File: config.mk
export PLATFORM = sky130hd
export DESIGN_NAME = utf8_stream_decoder_unit
export DESIGN_NICKNAME = d
export VERILOG_FILES = /design/src/rtl/u8dec_pkg.sv /design/src/rtl/utf8_stream_decoder_unit.sv
export SDC_FILE = /design/constraint.sdc
export NUM_CORES = 1
export LEC_CHECK = 0
export BUFFER_PORTS_ARGS = -buffer_cell sky130_fd_sc_hd__clkbuf_2
export CORE_ASPECT_RATIO = 2
export CORE_MARGIN = 8
export CORE_UTILIZATION = 40
export CTS_BUF_LIST = sky130_fd_sc_hd__clkbuf_8
export DETAILED_ROUTE_END_ITERATION = 6
export PLACE_DENSITY = 0.65
export SYNTH_ARGS = -nofsm -noshare
export SYNTH_HDL_FRONTEND = slang
export SYNTH_SLANG_ARGS = --single-unit
File: constraint.sdc
create_clock -name clk -period 7.7 [get_ports clk]
set_clock_uncertainty 0.1 [all_clocks]
set_input_delay 1.54 -clock clk [delete_from_list [all_inputs] [get_ports clk]]
set_output_delay 1.54 -clock clk [all_outputs]
set_load 0.03 [all_outputs]
File: src/rtl/u8dec_pkg.sv
// u8dec_pkg: types, status codes and decode helpers for the UTF-8 stream decoder.
// No dependencies; imported by utf8_stream_decoder_unit, utf8_dec_checker and the testbench.
package u8dec_pkg;

    localparam int RUNE_W  = 31;
    localparam int LEN_W   = 3;
    localparam int ST_W    = 3;
    localparam int ODATA_W = 40;

    localparam logic [RUNE_W-1:0] RUNE_RESET = 31'h0000FFFD;

    // Status codes of a result item
    localparam logic [ST_W-1:0] ST_OK         = 3'd0;
    localparam logic [ST_W-1:0] ST_BAD_LEAD   = 3'd1;
    localparam logic [ST_W-1:0] ST_BROKEN     = 3'd2;
    localparam logic [ST_W-1:0] ST_OVERLONG   = 3'd3;
    localparam logic [ST_W-1:0] ST_INCOMPLETE = 3'd4;

    // Kinds of a byte taken in lead position
    localparam logic [1:0] LK_ASCII = 2'd0;
    localparam logic [1:0] LK_OPEN  = 2'd1;
    localparam logic [1:0] LK_BAD   = 2'd2;

    typedef struct packed {
        logic [1:0]       kind;
        logic [LEN_W-1:0] len;
        logic [5:0]       bits;
    } lead_t;

    typedef struct packed {
        logic [RUNE_W-1:0] code_point;
        logic [ST_W-1:0]   status;
        logic [LEN_W-1:0]  bytes_used;
        logic              last;
    } result_t;

    // Classify a byte in lead position and pull out its payload bits
    function automatic lead_t lead_decode(input logic [7:0] b);
        lead_t r;
        r.kind = LK_OPEN;
        r.len  = 3'd0;
        r.bits = 6'd0;
        if (b[7] == 1'b0) begin
            r.kind = LK_ASCII;
            r.len  = 3'd1;
        end else if (b[7:5] == 3'b110) begin
            r.len  = 3'd2;
            r.bits = {1'b0, b[4:0]};
        end else if (b[7:4] == 4'b1110) begin
            r.len  = 3'd3;
            r.bits = {2'b0, b[3:0]};
        end else if (b[7:3] == 5'b11110) begin
            r.len  = 3'd4;
            r.bits = {3'b0, b[2:0]};
        end else if (b[7:2] == 6'b111110) begin
            r.len  = 3'd5;
            r.bits = {4'b0, b[1:0]};
        end else if (b[7:1] == 7'b1111110) begin
            r.len  = 3'd6;
            r.bits = {5'b0, b[0]};
        end else begin
            r.kind = LK_BAD;
            r.len  = 3'd1;
        end
        return r;
    endfunction

    // Shortest encoding length of a code point
    function automatic logic [LEN_W-1:0] min_length(input logic [RUNE_W-1:0] r);
        logic [LEN_W-1:0] n;
        if (r < 31'h80)             n = 3'd1;
        else if (r < 31'h800)       n = 3'd2;
        else if (r < 31'h10000)     n = 3'd3;
        else if (r < 31'h200000)    n = 3'd4;
        else if (r < 31'h4000000)   n = 3'd5;
        else                        n = 3'd6;
        return n;
    endfunction

endpackage

File: src/rtl/utf8_stream_decoder_unit.sv
// utf8_stream_decoder_unit: byte-serial decoder for 1-to-6-byte UTF-8, top level.
// Depends on u8dec_pkg for types, status codes and the lead/min-length helpers.
//
// One byte is accepted per cycle and decoded in the same cycle against the open
// sequence state; its results (zero, one or two) go into a four-entry result
// queue that feeds the master side, one result per cycle while m_tready is high. A byte is accepted
// whenever the queue has room for two results, so with a ready consumer the
// decoder sustains one byte per clock until bytes that yield two results fill the
// queue. Results are registered into the queue when their byte is accepted.
// The replacement rune is written through the cfg channel, which is always
// ready, and must only be changed while idle.
module utf8_stream_decoder_unit
    import u8dec_pkg::*;
(
    input  logic              clk,
    input  logic              rst_n,
    // Input bytes
    input  logic              s_tvalid,
    output logic              s_tready,
    input  logic [7:0]        s_tdata,   // [7:0] in_byte
    input  logic              s_tlast,   // end_of_buffer
    // Results
    output logic              m_tvalid,
    input  logic              m_tready,
    output logic [ODATA_W-1:0] m_tdata,  // [30:0] code_point, [33:31] status,
                                         // [36:34] bytes_used, [39:37] zero
    output logic              m_tlast,   // last_of_run
    // Replacement rune register
    input  logic              cfg_valid,
    output logic              cfg_ready,
    input  logic [RUNE_W-1:0] cfg_data
);

    localparam int DEPTH = 4;
    localparam int PTR_W = 2;
    localparam int CNT_W = 3;

    logic [RUNE_W-1:0] repl_reg;
    logic [RUNE_W-1:0] part_reg, part_next;
    logic [LEN_W-1:0]  exp_reg, exp_next;
    logic [LEN_W-1:0]  seen_reg, seen_next;

    result_t           q_mem [DEPTH];
    logic [PTR_W-1:0]  wr_ptr_reg, rd_ptr_reg;
    logic [CNT_W-1:0]  cnt_reg, cnt_next;

    logic              s_acc, m_acc;
    logic [7:0]        b;
    logic              is_cont;
    lead_t             ld;
    logic [RUNE_W-1:0] cont_part;
    logic [LEN_W-1:0]  cont_seen;
    logic              use_lead;

    result_t           res_a, res_b, res_c, res_bc, r0, r1;
    logic              va, vb, vc, vbc;
    logic [1:0]        n_wr;

    assign cfg_ready = 1'b1;
    assign s_tready  = (cnt_reg <= CNT_W'(DEPTH - 2));
    assign s_acc     = s_tvalid && s_tready;
    assign m_acc     = m_tvalid && m_tready;
    assign b         = s_tdata;
    assign is_cont   = (b[7:6] == 2'b10);
    assign ld        = lead_decode(b);
    assign cont_part = {part_reg[RUNE_W-7:0], b[5:0]};
    assign cont_seen = seen_reg + 3'd1;

    // Decode one byte: broken-sequence result, sequence/lead result, incomplete result
    always_comb
    begin
        part_next = part_reg;
        exp_next  = exp_reg;
        seen_next = seen_reg;
        va = 1'b0;
        vb = 1'b0;
        vc = 1'b0;
        res_a = '{code_point: repl_reg, status: ST_BROKEN, bytes_used: seen_reg, last: 1'b0};
        res_b = '{code_point: repl_reg, status: ST_BAD_LEAD, bytes_used: 3'd1, last: 1'b0};
        use_lead = 1'b0;

        if (exp_reg == 3'd0) begin
            use_lead = 1'b1;
        end else if (is_cont) begin
            part_next = cont_part;
            seen_next = cont_seen;
            if (cont_seen >= exp_reg) begin
                vb = 1'b1;
                res_b.bytes_used = exp_reg;
                if (min_length(cont_part) < exp_reg) begin
                    res_b.status = ST_OVERLONG;
                end else begin
                    res_b.status     = ST_OK;
                    res_b.code_point = cont_part;
                end
                part_next = '0;
                exp_next  = '0;
                seen_next = '0;
            end
        end else begin
            va        = 1'b1;
            use_lead  = 1'b1;
            part_next = '0;
            exp_next  = '0;
            seen_next = '0;
        end

        // Byte in lead position
        if (use_lead) begin
            case (ld.kind)
                LK_ASCII:
                begin
                    vb = 1'b1;
                    res_b.status     = ST_OK;
                    res_b.code_point = {23'd0, b};
                end
                LK_OPEN:
                begin
                    part_next = {25'd0, ld.bits};
                    exp_next  = ld.len;
                    seen_next = 3'd1;
                end
                default:
                begin
                    vb = 1'b1;
                end
            endcase
        end

        // End of buffer closes an open sequence
        res_c = '{code_point: repl_reg, status: ST_INCOMPLETE, bytes_used: seen_next,
                  last: 1'b0};
        if (s_tlast && (exp_next != 3'd0)) begin
            vc        = 1'b1;
            part_next = '0;
            exp_next  = '0;
            seen_next = '0;
        end
    end

    // Compact the result slots; the middle and end-of-buffer results never coincide
    always_comb
    begin
        vbc    = vb || vc;
        res_bc = vb ? res_b : res_c;
        r0     = va ? res_a : res_bc;
        r1     = res_bc;
        r0.last = !(va && vbc);
        r1.last = 1'b1;
        n_wr   = {1'b0, va} + {1'b0, vbc};
    end

    // Sequence state and replacement rune
    always_ff @(posedge clk or negedge rst_n)
    begin
        if (!rst_n) begin
            repl_reg <= RUNE_RESET;
            part_reg <= '0;
            exp_reg  <= '0;
            seen_reg <= '0;
        end else begin
            if (cfg_valid && cfg_ready) begin
                repl_reg <= cfg_data;
            end
            if (s_acc) begin
                part_reg <= part_next;
                exp_reg  <= exp_next;
                seen_reg <= seen_next;
            end
        end
    end

    // Result queue storage
    always_ff @(posedge clk)
    begin
        if (s_acc && (n_wr != 2'd0)) begin
            q_mem[wr_ptr_reg] <= r0;
            if (n_wr == 2'd2) begin
                q_mem[wr_ptr_reg + PTR_W'(1)] <= r1;
            end
        end
    end

    // Result queue pointers and fill count
    always_comb
    begin
        cnt_next = cnt_reg + (s_acc ? CNT_W'(n_wr) : CNT_W'(0)) - CNT_W'(m_acc);
    end

    always_ff @(posedge clk or negedge rst_n)
    begin
        if (!rst_n) begin
            wr_ptr_reg <= '0;
            rd_ptr_reg <= '0;
            cnt_reg    <= '0;
        end else begin
            if (s_acc) begin
                wr_ptr_reg <= wr_ptr_reg + PTR_W'(n_wr);
            end
            if (m_acc) begin
                rd_ptr_reg <= rd_ptr_reg + PTR_W'(1);
            end
            cnt_reg <= cnt_next;
        end
    end

    // Master side
    assign m_tvalid = (cnt_reg != '0);
    assign m_tdata  = {3'd0, q_mem[rd_ptr_reg].bytes_used, q_mem[rd_ptr_reg].status,
                       q_mem[rd_ptr_reg].code_point};
    assign m_tlast  = q_mem[rd_ptr_reg].last;

    // Checks
    a_cnt_bound: assert property (@(posedge clk) disable iff (!rst_n)
        cnt_reg <= CNT_W'(DEPTH))
        else $error("result queue overfilled");

    a_room_on_accept: assert property (@(posedge clk) disable iff (!rst_n)
        s_acc |-> (cnt_reg <= CNT_W'(DEPTH - 2)))
        else $error("byte accepted without room for two results");

    a_idle_seen: assert property (@(posedge clk) disable iff (!rst_n)
        (exp_reg == 3'd0) |-> (seen_reg == 3'd0) && (part_reg == '0))
        else $error("sequence counters set with no sequence open");

    a_seen_below_len: assert property (@(posedge clk) disable iff (!rst_n)
        (exp_reg != 3'd0) |-> (seen_reg < exp_reg) && (seen_reg != 3'd0)
                              && (exp_reg >= 3'd2) && (exp_reg <= 3'd6))
        else $error("open sequence count out of range");

endmodule

== Word level (Yosys, flattened, before mapping) ==
Memories as Yosys holds them, arrays and structs flattened.
Cells that the tools add are included.
Storage, ports and cells
  flip-flop bits (word level): 75
  memory bits (writable): 152
  bits of input ports: 45
  output and inout bits: 44
  logic and storage cells: 106
  memories kept: 1
Cells by class
  add/subtract/negate cells: 7
  $lt $le $gt $ge: 8
  eq/ne operators: 8
  multiplexer cells: 63
  reductions and logical operators: 12
Memories
  q_mem: depth 4, width 38, read ports 1, clocked after Yosys merged registers in 0, wr ports 2, line utf8_stream_decoder_unit.sv:43  | result_t q_mem [DEPTH];
Operators by type and width (number)
  $mux W31: 7
  $mux W37: 3
  $mux W38: 2
  $mux W34: 2
  $mux W3: 19
  $mux W9: 4
  $lt A31 B12 Y1 const B: 1
  $lt A31 B17 Y1 const B: 1
  $lt A31 B22 Y1 const B: 1
  $lt A31 B27 Y1 const B: 1
  $lt A31 B8 Y1 const B: 1
  $mux W2: 9
  $mux W1: 15
  $eq A7 B7 Y1 const B: 1
  $eq A6 B6 Y1 const B: 1
  $mux W6: 1
  $reduce_bool A3 Y1: 2
  $eq A5 B5 Y1 const B: 1
  $logic_and A1 B1 Y1: 5
  $mux W5: 1
  $add A2 B1 Y2 const B: 2
  $eq A2 B2 Y1 const B: 2
  $eq A4 B4 Y1 const B: 1
  $add A3 B1 Y3 const B: 1
  14 further kinds: 14

== Longest topological paths before layout ==
Gate-level depths: netlist (run 1).
  depth in word-level cells: 19
  gate-level depth with buffers: 17
  mapped depth without buffers: 16

== Worst setup path before layout (run 1) ==
No wires, ideal clock.
  path type: input-to-reg
  start point: input port s_tdata[2]
  end point: memory q_mem[1][10] (netlist name), data pin
  library setup time: 0.132 ns
  data arrival time: 5.691 ns
  required time: 7.468 ns
  slack: 1.777 ns
  cell stages on the path: 14
  buffers on the path: 3
  path through: clkbuf_1 nand3_1 nor3b_1 a211o_1 o21ai_1 inv_1 ha_1 or4b_2 buf_2 nor2_2 nand2_1 o22ai_1 buf_2 a22o_1
RTL lines
  from (decl): line utf8_stream_decoder_unit.sv:20  | input logic [7:0] s_tdata,
  to (decl): line utf8_stream_decoder_unit.sv:43

==> results of run 1 <==
-- final timing paths --
check	startpoint	end	slack [ns]	cells after the start
max	seen_reg[0]$_DFFE_PN0P_	q_mem[1][25]$_DFFE_PP_	2.17	15
min reg2reg	q_mem[0][0]$_SDFFE_PP1N_	q_mem[0][0]$_SDFFE_PP1N_	0.39	2
min in group asynchronous	rst_n	repl_reg[30]$_DFFE_PN0P_	1.02	1
min	q_mem[0][0]$_SDFFE_PP1N_	q_mem[0][0]$_SDFFE_PP1N_	0.39	2
max reg2reg	seen_reg[0]$_DFFE_PN0P_	q_mem[1][25]$_DFFE_PP_	2.17	15
max in group asynchronous	rst_n	rd_ptr_reg[0]$_DFFE_PN0P_	5.77	1
-- layer usage --
metal | global-route usage | up-vias | part of all wire
met2 | 0.359 | 287 | 0.58
li1 | - | 3155 | -
met4 | 0.104 | 0 | 0.049
met5 | 0 | - | 0
met3 | 0.0195 | 85 | 0.046
met1 | 0.174 | 3699 | 0.33
-- report_power, final --
group / leakage (µW) / switching (µW) / internal (µW)
Sequential: 0.00229 / 185 / 1480
Combinational: 0.00190 / 988 / 559
Clock: 0.000379 / 447 / 512
-- cell usage after synthesis, types with 3 or more instances --
cell | number | area share
edfxtp_1 | 148 | 0.42
a22o_1 | 145 | 0.12
dfrtp_1 | 54 | 0.13
nand2_1 | 45 | 0.016
nor2_1 | 44 | 0.015
mux4_2 | 38 | 0.080
mux2_2 | 31 | 0.033
a21oi_1 | 25 | 0.012
clkbuf_1 | 20 | 0.0070
o21ai_0 | 20 | 0.0094
inv_1 | 16 | 0.0056
dfstp_2 | 15 | 0.037
buf_4 | 14 | 0.0099
ha_1 | 13 | 0.015
buf_2 | 12 | 0.0056
nand3_1 | 9 | 0.0042
buf_1 | 8 | 0.0028
a31oi_1 | 5 | 0.0029
a32o_1 | 5 | 0.0047
dfxtp_1 | 4 | 0.0075
nand2b_1 | 4 | 0.0023
nor2_4 | 4 | 0.0042
nor2b_1 | 4 | 0.0023
nor3_1 | 4 | 0.0019
xnor2_1 | 4 | 0.0033
a211o_1 | 3 | 0.0025
and3_1 | 3 | 0.0018
buf_6 | 3 | 0.0032
nand4_1 | 3 | 0.0018
o22ai_1 | 3 | 0.0018
o31ai_1 | 3 | 0.0021
or3_1 | 3 | 0.0018
or4_1 | 3 | 0.0021
xor2_1 | 3 | 0.0025
-- worst register-to-register path, stage by stage, from the launching register on --
cell,delay [ns]
dfrtp_1,0.53
ha_1,0.30
xor2_1,0.18
ha_1,0.30
nand2_1,0.06
o21a_1,0.29
a32o_1,0.35
o21ai_1,0.48
inv_1,0.10
ha_1,0.23
or4b_2,0.81
nor2_4,0.14
nand2_1,0.21
o22ai_2,0.75
buf_4,0.40
a22o_1,0.17
-- cell families after synthesis --
group | synth area share
DFF | 0.588
muxes | 0.113
buffers and inverters | 0.0341
and+or+nand+nor | 0.0672
adders and majority gates | 0.0171
other | 0.000704
AOI/OAI and AO/OA | 0.174
xor gates and xnor gates | 0.00575
-- final cells by class --
class / count / area (µm²) / area share
multi-input combinational: 468 / 4070 / 0.339
timing repair buffer: 94 / 498 / 0.0416
clock inverter: 19 / 129 / 0.0108
sequential: 221 / 6270 / 0.524
inverter: 16 / 60.1 / 0.00501
clock buffer: 38 / 523 / 0.0437
tap: 344 / 430 / 0.0359
antenna: 1 / 2.50 / 0.000209
-- stage by stage --
stage,power [µW],worst slack (ns),hold WS (ns)
CTS,4200,2.23,0.394
global placement,3230,1.91,0.369
floorplan,2760,1.78,0.349
finish,4170,2.17,0.388
global route,4370,1.98,0.423
detailed placement,3250,1.84,0.377
==> results.yml, run 1 <==
floorplanning:
  die-area_mm2: 0.0325
  ioPinCount: 89
  die_h_um: 247
  rows: 84
  die_w_um: 131
  start_util: 0.406
  coreArea_mm2: 0.0263
placement:
  dp.cells: 1143
  place_area_mm2: 0.0113
  port_buffers: 84
  hpwlAfterDp_mm: 19.8
  gp_congestion: 0.925
setup_path:
  critPathBufInv: 2
  path_common_cell: "ha_1"
  critPathTopFamily: "compound AO/OA/AOI/OAI gates"
  critPathSlowestCell: "or4b_2"
  crit_type: "register to register"
  max_stage_delay_ns: 0.81
  worstPathCellList: "ha_1 > xor2_1 > ha_1 > nand2_1 > o21a_1 > a32o_1 > o21ai_1 > inv_1 > ha_1 > or4b_2 > nor2_4 > nand2_1 > o22ai_2 > buf_4 > a22o_1"
  worst-path-max-fanout: 17
  crit_path_end_kind: "register"
  arrival_ns: 5.87
  startpoint_type: "register"
  worstPathRequired_ns: 8.04
detailed_routing:
  via_per_inst: 6.02
  finalWirelength_mm: 29.4
  postRouteAntennaNets: 0
  drt_first_pass_iters: 5
  drc: 0
  wl_per_cell_um: 24.5
  drt_iter0_drc: 370
  num_vias: 7226
clock_tree:
  clk_pin_slew_ns: 0.06
  root_buffer: "clkbuf_8"
  numClockSinks: 221
  cts_buffers: 31
  clk_latency_ns: 0.57
  cts_tree: "built"
  htree_levels: 1
  cts_max_path_buffers: 3
  holdBufCountCts: 0
  cts_setup_buffers: 0
  ctsResizeCount: 0
power:
  ir_drop_mv: 0.203
  cellPowerDensity_mw_per_mm2: 348
  p_leak_uw: 0.00457
sta:
  fin_crit_sh: 0.719
  slew_headroom: 0.253
  rsz0062_at_grt: "no"
  finalMaxSlewViolations: 0
  period_needed_ns: 5.53
  finalSetupViolCount: 0
  worstMarginPinSlew_ns: 1.12
  clock.fmax_mhz: 181
  finalHoldViolations: 0
  setup_tns_ns: 0
global_route:
  grt_overflow: 0
  antenna_found_initial: 1
  grt_max_degree: 70
  grt_pass1_vias: 7757
  grt_pass1_wl_mm: 45.1
  gr-usage-all-layers: 0.180
final_layout:
  final_util: 0.456
  largest_reg_flops: 152
  syn_to_final_growth_pct: 12.4
  drive_above_1_share: 0.286
  stdcell_count: 1201
  layout_common_cells: "edfxtp_1, a22o_1, clkbuf_2"
  n_fill_cell: 2443
  layout.nets: 891
  final_cell_area_mm2: 0.0120
  layout_commonest_cell: "edfxtp_1"
synthesis:
  synth_cell_type_count: 66
  ys_warn_count: 0
  synth_cells: 760
  ys_seq_elements: 221
  synth.cell_area_mm2: 0.0107
  async_reset_ff_frac: 0.312
  synthFlopType: "edfxtp_1"
  seq_area_frac_synth: 0.588
  synth_edf_count: 148
  syn_area_per_cell_um2: 14.0
job:
  cap_violations: 0
worst_hold_path:
  min_path_type: "register to register"
run_status:
  outcome: "finished, final reports clean"
Note: power is estimated with default switching activity, not from simulation.
==> inputs of run 2 (changes only) <==
- PLACE_DENSITY: 0.65 -> 0.67
- clock period: 7.7 -> 4.9 ns (I/O delays scaled with it)
==> run 2 against run 1 <==
Die area did not move. Total power rose by 59%. Sequential power rose by 60%.
==> results.yml, run 2 (synthesized netlist as in run 1, its figures left out) <==
clock_tree:
  cts_buffers: 30
  ctsResizeCount: 0
  numClockSinks: 221
  htree_levels: 1
  clk_latency_ns: 0.57
  cts_max_path_buffers: 3
  root_buffer: "clkbuf_8"
  clk_pin_slew_ns: 0.07
  cts_tree: "built"
  cts_setup_buffers: 0
  holdBufCountCts: 0
floorplanning:
  ioPinCount: 89
  die_h_um: 247
  coreArea_mm2: 0.0263
  rows: 84
  die_w_um: 131
  die-area_mm2: 0.0325
  start_util: 0.406
run_status:
  outcome: "finished, final reports clean"
detailed_routing:
  finalWirelength_mm: 29.7
  drt_iter0_drc: 495
  num_vias: 7210
  drc: 0
  wl_per_cell_um: 24.4
  via_per_inst: 5.91
  postRouteAntennaNets: 0
  drt_first_pass_iters: 6
final_layout:
  n_fill_cell: 2377
  largest_reg_flops: 152
  layout_commonest_cell: "edfxtp_1"
  syn_to_final_growth_pct: 14.8
  drive_above_1_share: 0.306
  ff_latch_area_mm2: 0.00627
  multi_input_area_mm2: 0.00406
  layout.nets: 910
  final_util: 0.466
  stdcell_count: 1220
  layout_common_cells: "edfxtp_1, a22o_1, clkbuf_2"
worst_hold_path:
  min_path_type: "register to register"
  hold-path-endpoint: "q_mem[0][0]$_SDFFE_PP1N_"
  hold_depth: 2
  worstHoldStart: "q_mem[0][0]$_SDFFE_PP1N_"
sta:
  worstMarginPinSlew_ns: 1.10
  setup_tns_ns: 0
  rsz0062_at_grt: "no"
  finalSetupViolCount: 0
  clock.fmax_mhz: 220
  finalHoldViolations: 0
  period_needed_ns: 4.55
  slew_headroom: 0.266
  fin_crit_sh: 0.928
  setup_ws_ns: 0.354
  finalMaxSlewViolations: 0
setup_path:
  arrival_ns: 4.88
  crit_type: "register to register"
  r2r_setup_slack_ns: 0.35
  timing.rr.start: "seen_reg[0]$_DFFE_PN0P_"
  worstPathRequired_ns: 5.23
  crit_path_end_kind: "register"
  r2r_end: "q_mem[0][18]$_DFFE_PP_"
  startpoint_type: "register"
  worst-path-max-fanout: 24
  rr_worst_depth: 14
global_route:
  antenna_found_initial: 1
  grt_pass1_vias: 7759
  grt_pass1_wl_mm: 45.5
  gr-usage-all-layers: 0.183
  grt_max_degree: 70
  grt_overflow: 0
power:
  cellPowerDensity_mw_per_mm2: 540
  p_leak_uw: 0.00470
  ir_drop_mv: 0.278
job:
  cap_violations: 0
placement:
  port_buffers: 84
  gp_congestion: 0.914
  hpwlAfterDp_mm: 20.4
  dp.cells: 1163
  pre_cts_slack_ns: 0.368
==> run 2: stage by stage <==
stage | hold slack (ns) | area (µm²) | total power (µW)
finish | 0.395 | 12200 | 6610
global route | 0.434 | 12200 | 6930
CTS | 0.396 | 12200 | 6670
detailed placement | 0.383 | 11600 | 5180
global placement | 0.370 | 11600 | 5150
floorplan | 0.349 | 10700 | 4350
==> run 2: metal layers <==
layer	GRT usage	part of all wire	vias to the layer above	wire, µm
met4	0.119	0.055	0	1640
met1	0.173	0.33	3661	9800
met3	0.0211	0.043	90	1260
met2	0.361	0.57	263	17000
met5	0	0	-	0
li1	-	-	3196	-
==> run 2: power by group <==
group / internal (µW) / total (µW) / switching [µW]
Sequential: 2320 / 2650 / 331
Clock: 798 / 1490 / 694
Combinational: 943 / 2470 / 1520
Total: 4060 / 6610 / 2550
==> run 2: area by class of cell <==
class / instances / area share
diodes: 1 / 0.000204
clock buffers: 41 / 0.0461
clock inverters: 15 / 0.00746
inverters: 16 / 0.00491
multi-input cells: 468 / 0.332
flip-flops and latches: 221 / 0.512
well taps: 344 / 0.0352
repair buffers: 114 / 0.0621
==> run 2: worst max-delay path, cell delays in order (launching register included) <==
cell	delay [ns]
dfrtp_1	0.50
ha_1	0.27
xor2_1	0.18
ha_1	0.31
nand2_1	0.07
o21a_1	0.20
a32o_1	0.30
o21ai_1	0.26
inv_1	0.08
ha_1	0.21
or4b_2	0.81
o31a_1	0.43
o22ai_2	0.28
buf_12	0.23
a22o_1	0.15
==> run 2: how the worst max path moves through the flow <==
stage,from,end,slack [ns],depth (start not counted)
floorplan,seen_reg[0]$_DFFE_PN0P_,q_mem[1][10]$_DFFE_PP_,0.03,17
global placement,s_tdata[4],q_mem[0][22]$_DFFE_PP_,0.41,12
detailed placement,s_tdata[6],q_mem[0][29]$_DFFE_PP_,0.37,12
CTS,seen_reg[0]$_DFFE_PN0P_,q_mem[0][18]$_DFFE_PP_,0.35,14
global route,seen_reg[0]$_DFFE_PN0P_,q_mem[0][29]$_DFFE_PP_,0.13,14
finish,seen_reg[0]$_DFFE_PN0P_,q_mem[0][18]$_DFFE_PP_,0.35,14
==> inputs of run 3 (changes only) <==
- CORE_MARGIN: 8 -> 2
- PLACE_DENSITY: 0.67 -> 0.65
- clock period: 4.9 -> 5.6 ns (I/O delays scaled with it)
==> run 3 against run 2 <==
Total power is 11% lower. Cell count is 0.74% lower. Sequential share of layout area is 0.48 points higher. Worst setup slack better by 0.50 ns. Final area is 0.93% lower. Register-to-register slack better by 0.50 ns. Clock power is 4% lower. Via count is 0.57% lower. Flip-flop and latch count stayed put. Global-route usage is 2.6 points higher. Non-clock buffer count is 14 lower. Largest cell class unchanged. Largest power group unchanged. Highest routed layer unchanged.
==> results.yml, run 3 (synthesized netlist as in run 1, its figures left out) <==
power:
  cellPowerDensity_mw_per_mm2: 483
  clkPwrFrac: 0.244
  combPwrFrac: 0.358
  p_leak_uw: 0.00464
  intPower_uw: 3600
  power.total_uw: 5850
  swShare: 0.385
  ir_drop_mv: 0.227
  switching_power_uw: 2250
  p_seq_frac: 0.398
detailed_routing:
  drc: 0
  postRouteAntennaNets: 0
  finalWirelength_mm: 29.1
  via_per_inst: 5.92
  drt_iter0_drc: 424
  num_vias: 7169
  drt_first_pass_iters: 5
  wl_per_cell_um: 24.1
clock_tree:
  cts_setup_buffers: 0
  cts_max_path_buffers: 3
  holdBufCountCts: 0
  clk_pin_slew_ns: 0.06
  cts_tree: "built"
  numClockSinks: 221
  cts_buffers: 34
  htree_levels: 2
  root_buffer: "clkbuf_8"
  ctsResizeCount: 0
  clk_latency_ns: 0.54
sta:
  finalMaxSlewViolations: 0
  clock.fmax_mhz: 211
  setup_tns_ns: 0
  slew_headroom: 0.249
  fin_crit_sh: 0.847
  worstMarginPinSlew_ns: 1.13
  finalHoldViolations: 0
  finalSetupViolCount: 0
  period_needed_ns: 4.74
  rsz0062_at_grt: "no"
final_layout:
  drive_above_1_share: 0.293
  stdcell_count: 1211
  largest_reg_flops: 152
  layout_commonest_cell: "edfxtp_1"
  layout_common_cells: "edfxtp_1, a22o_1, clkbuf_2"
  layout.nets: 900
  syn_to_final_growth_pct: 13.7
placement:
  dp.cells: 1149
  hpwlAfterDp_mm: 19.1
  gp_congestion: 0.912
  port_buffers: 84
global_route:
  antenna_found_initial: 1
  grt_max_degree: 70
  grt_pass1_vias: 7585
  grt_use_met1: 0.210
  gr-usage-all-layers: 0.209
  grt_pass1_wl_mm: 44.1
  grt.met2_usage: 0.401
  grt_use_met3: 0.0272
  busiest_layer: "met2"
  grt_overflow: 0
worst_hold_path:
  min_path_type: "register to register"
  hold_depth: 2
setup_path:
  worstPathCellList: "ha_1 > xor2_1 > ha_1 > nand2_1 > o21a_1 > a32o_1 > o21ai_1 > inv_1 > ha_1 > or4b_2 > nor2_1 > nor2_1 > a21oi_2 > buf_4 > a22o_1"
  crit_type: "register to register"
  arrival_ns: 5.03
  crit_end: "q_mem[2][12]$_DFFE_PP_"
  crit_path_end_kind: "register"
  path_common_cell: "ha_1"
  crit_start: "seen_reg[0]$_DFFE_PN0P_"
  timing.rr.start: "seen_reg[0]$_DFFE_PN0P_"
  max_stage_delay_ns: 0.81
  startpoint_type: "register"
  worst-path-max-fanout: 20
  critPathSlowestCell: "or4b_2"
  rr_worst_depth: 15
  worstPathRequired_ns: 5.88
  r2r_end: "q_mem[2][12]$_DFFE_PP_"
  r2r_setup_slack_ns: 0.86
run_status:
  outcome: "finished, final reports clean"
job:
  cap_violations: 0
floorplanning:
  ioPinCount: 89
  die-area_mm2: 0.0281
  coreArea_mm2: 0.0263
  die_w_um: 119
  start_util: 0.406
  die_h_um: 235
  rows: 84
## run 3: cell count changes in the layout (fill, tap and decap cells not counted), moves of 2 or more
cell and change:
buf_4 -9, clkinvlp_4 +2, buf_12 -5, bufinv_16 +3, clkbuf_8 -5, inv_1 +3
## run 3: power by group through the flow
stage	clock network (µW)	registers [µW]	logic [µW]
detailed placement	0	2360	2110
floorplan	0	2150	1650
CTS	1460	2330	2120
global placement	0	2350	2090
global route	1520	2360	2240
finish	1430	2330	2090
## run 3: worst min-delay path by stage
stage / startpoint / slack [ns] / to
4_1_cts: q_mem[2][0]$_SDFFE_PP1P_ / 0.40 / q_mem[2][0]$_SDFFE_PP1P_
3_5_place_dp: q_mem[0][0]$_SDFFE_PP1N_ / 0.38 / q_mem[0][0]$_SDFFE_PP1N_
6_report: q_mem[0][0]$_SDFFE_PP1N_ / 0.40 / q_mem[0][0]$_SDFFE_PP1N_
5_1_grt: q_mem[0][0]$_SDFFE_PP1N_ / 0.42 / q_mem[0][0]$_SDFFE_PP1N_
3_3_place_gp: q_mem[0][0]$_SDFFE_PP1N_ / 0.37 / q_mem[0][0]$_SDFFE_PP1N_
2_1_floorplan: q_mem[0][0]$_SDFFE_PP1N_ / 0.35 / q_mem[0][0]$_SDFFE_PP1N_
## run 3: routing by layer
layer	vias to the layer above	wire length [µm]
li1	3178	-
met1	3631	9550
met2	272	16700
met3	88	1360
met4	0	1490
met5	-	0
## run 3: critical path: cells and delay by family, from the launching register on
family / cells / cell delay (ns)
DFF: 1 / 0.48
buffers and inverters: 2 / 0.43
adders and majority gates: 3 / 0.79
AOI/OAI and AO/OA: 5 / 1.32
and+or+nand+nor: 4 / 1.31
xor gates and xnor gates: 1 / 0.18
## run 3: layout make-up
class	count	area [µm²]
Clock buffer	36	495
Antenna cell	1	2.50
Timing Repair Buffer	100	593
Clock inverter	25	216
Sequential cell	221	6270
Multi-Input combinational cell	468	4060
Inverter	16	60.1
Fill cell	2421	14100
Tap cell	344	430
## run 3: stage by stage
| stage | cell area [µm²] | hold WS [ns] | util | worst slack, ns |
|---|---|---|---|---|
| 3_5_place_dp | 11400 | 0.381 | 0.434 | 0.838 |
| 5_1_grt | 12100 | 0.424 | 0.462 | 0.677 |
| 2_1_floorplan | 10700 | 0.349 | - | 0.0972 |
| 3_3_place_gp | 11400 | 0.368 | 0.434 | 0.827 |
| 4_1_cts | 12100 | 0.397 | 0.461 | 0.896 |
| 6_report | 12100 | 0.398 | 0.462 | 0.856 |
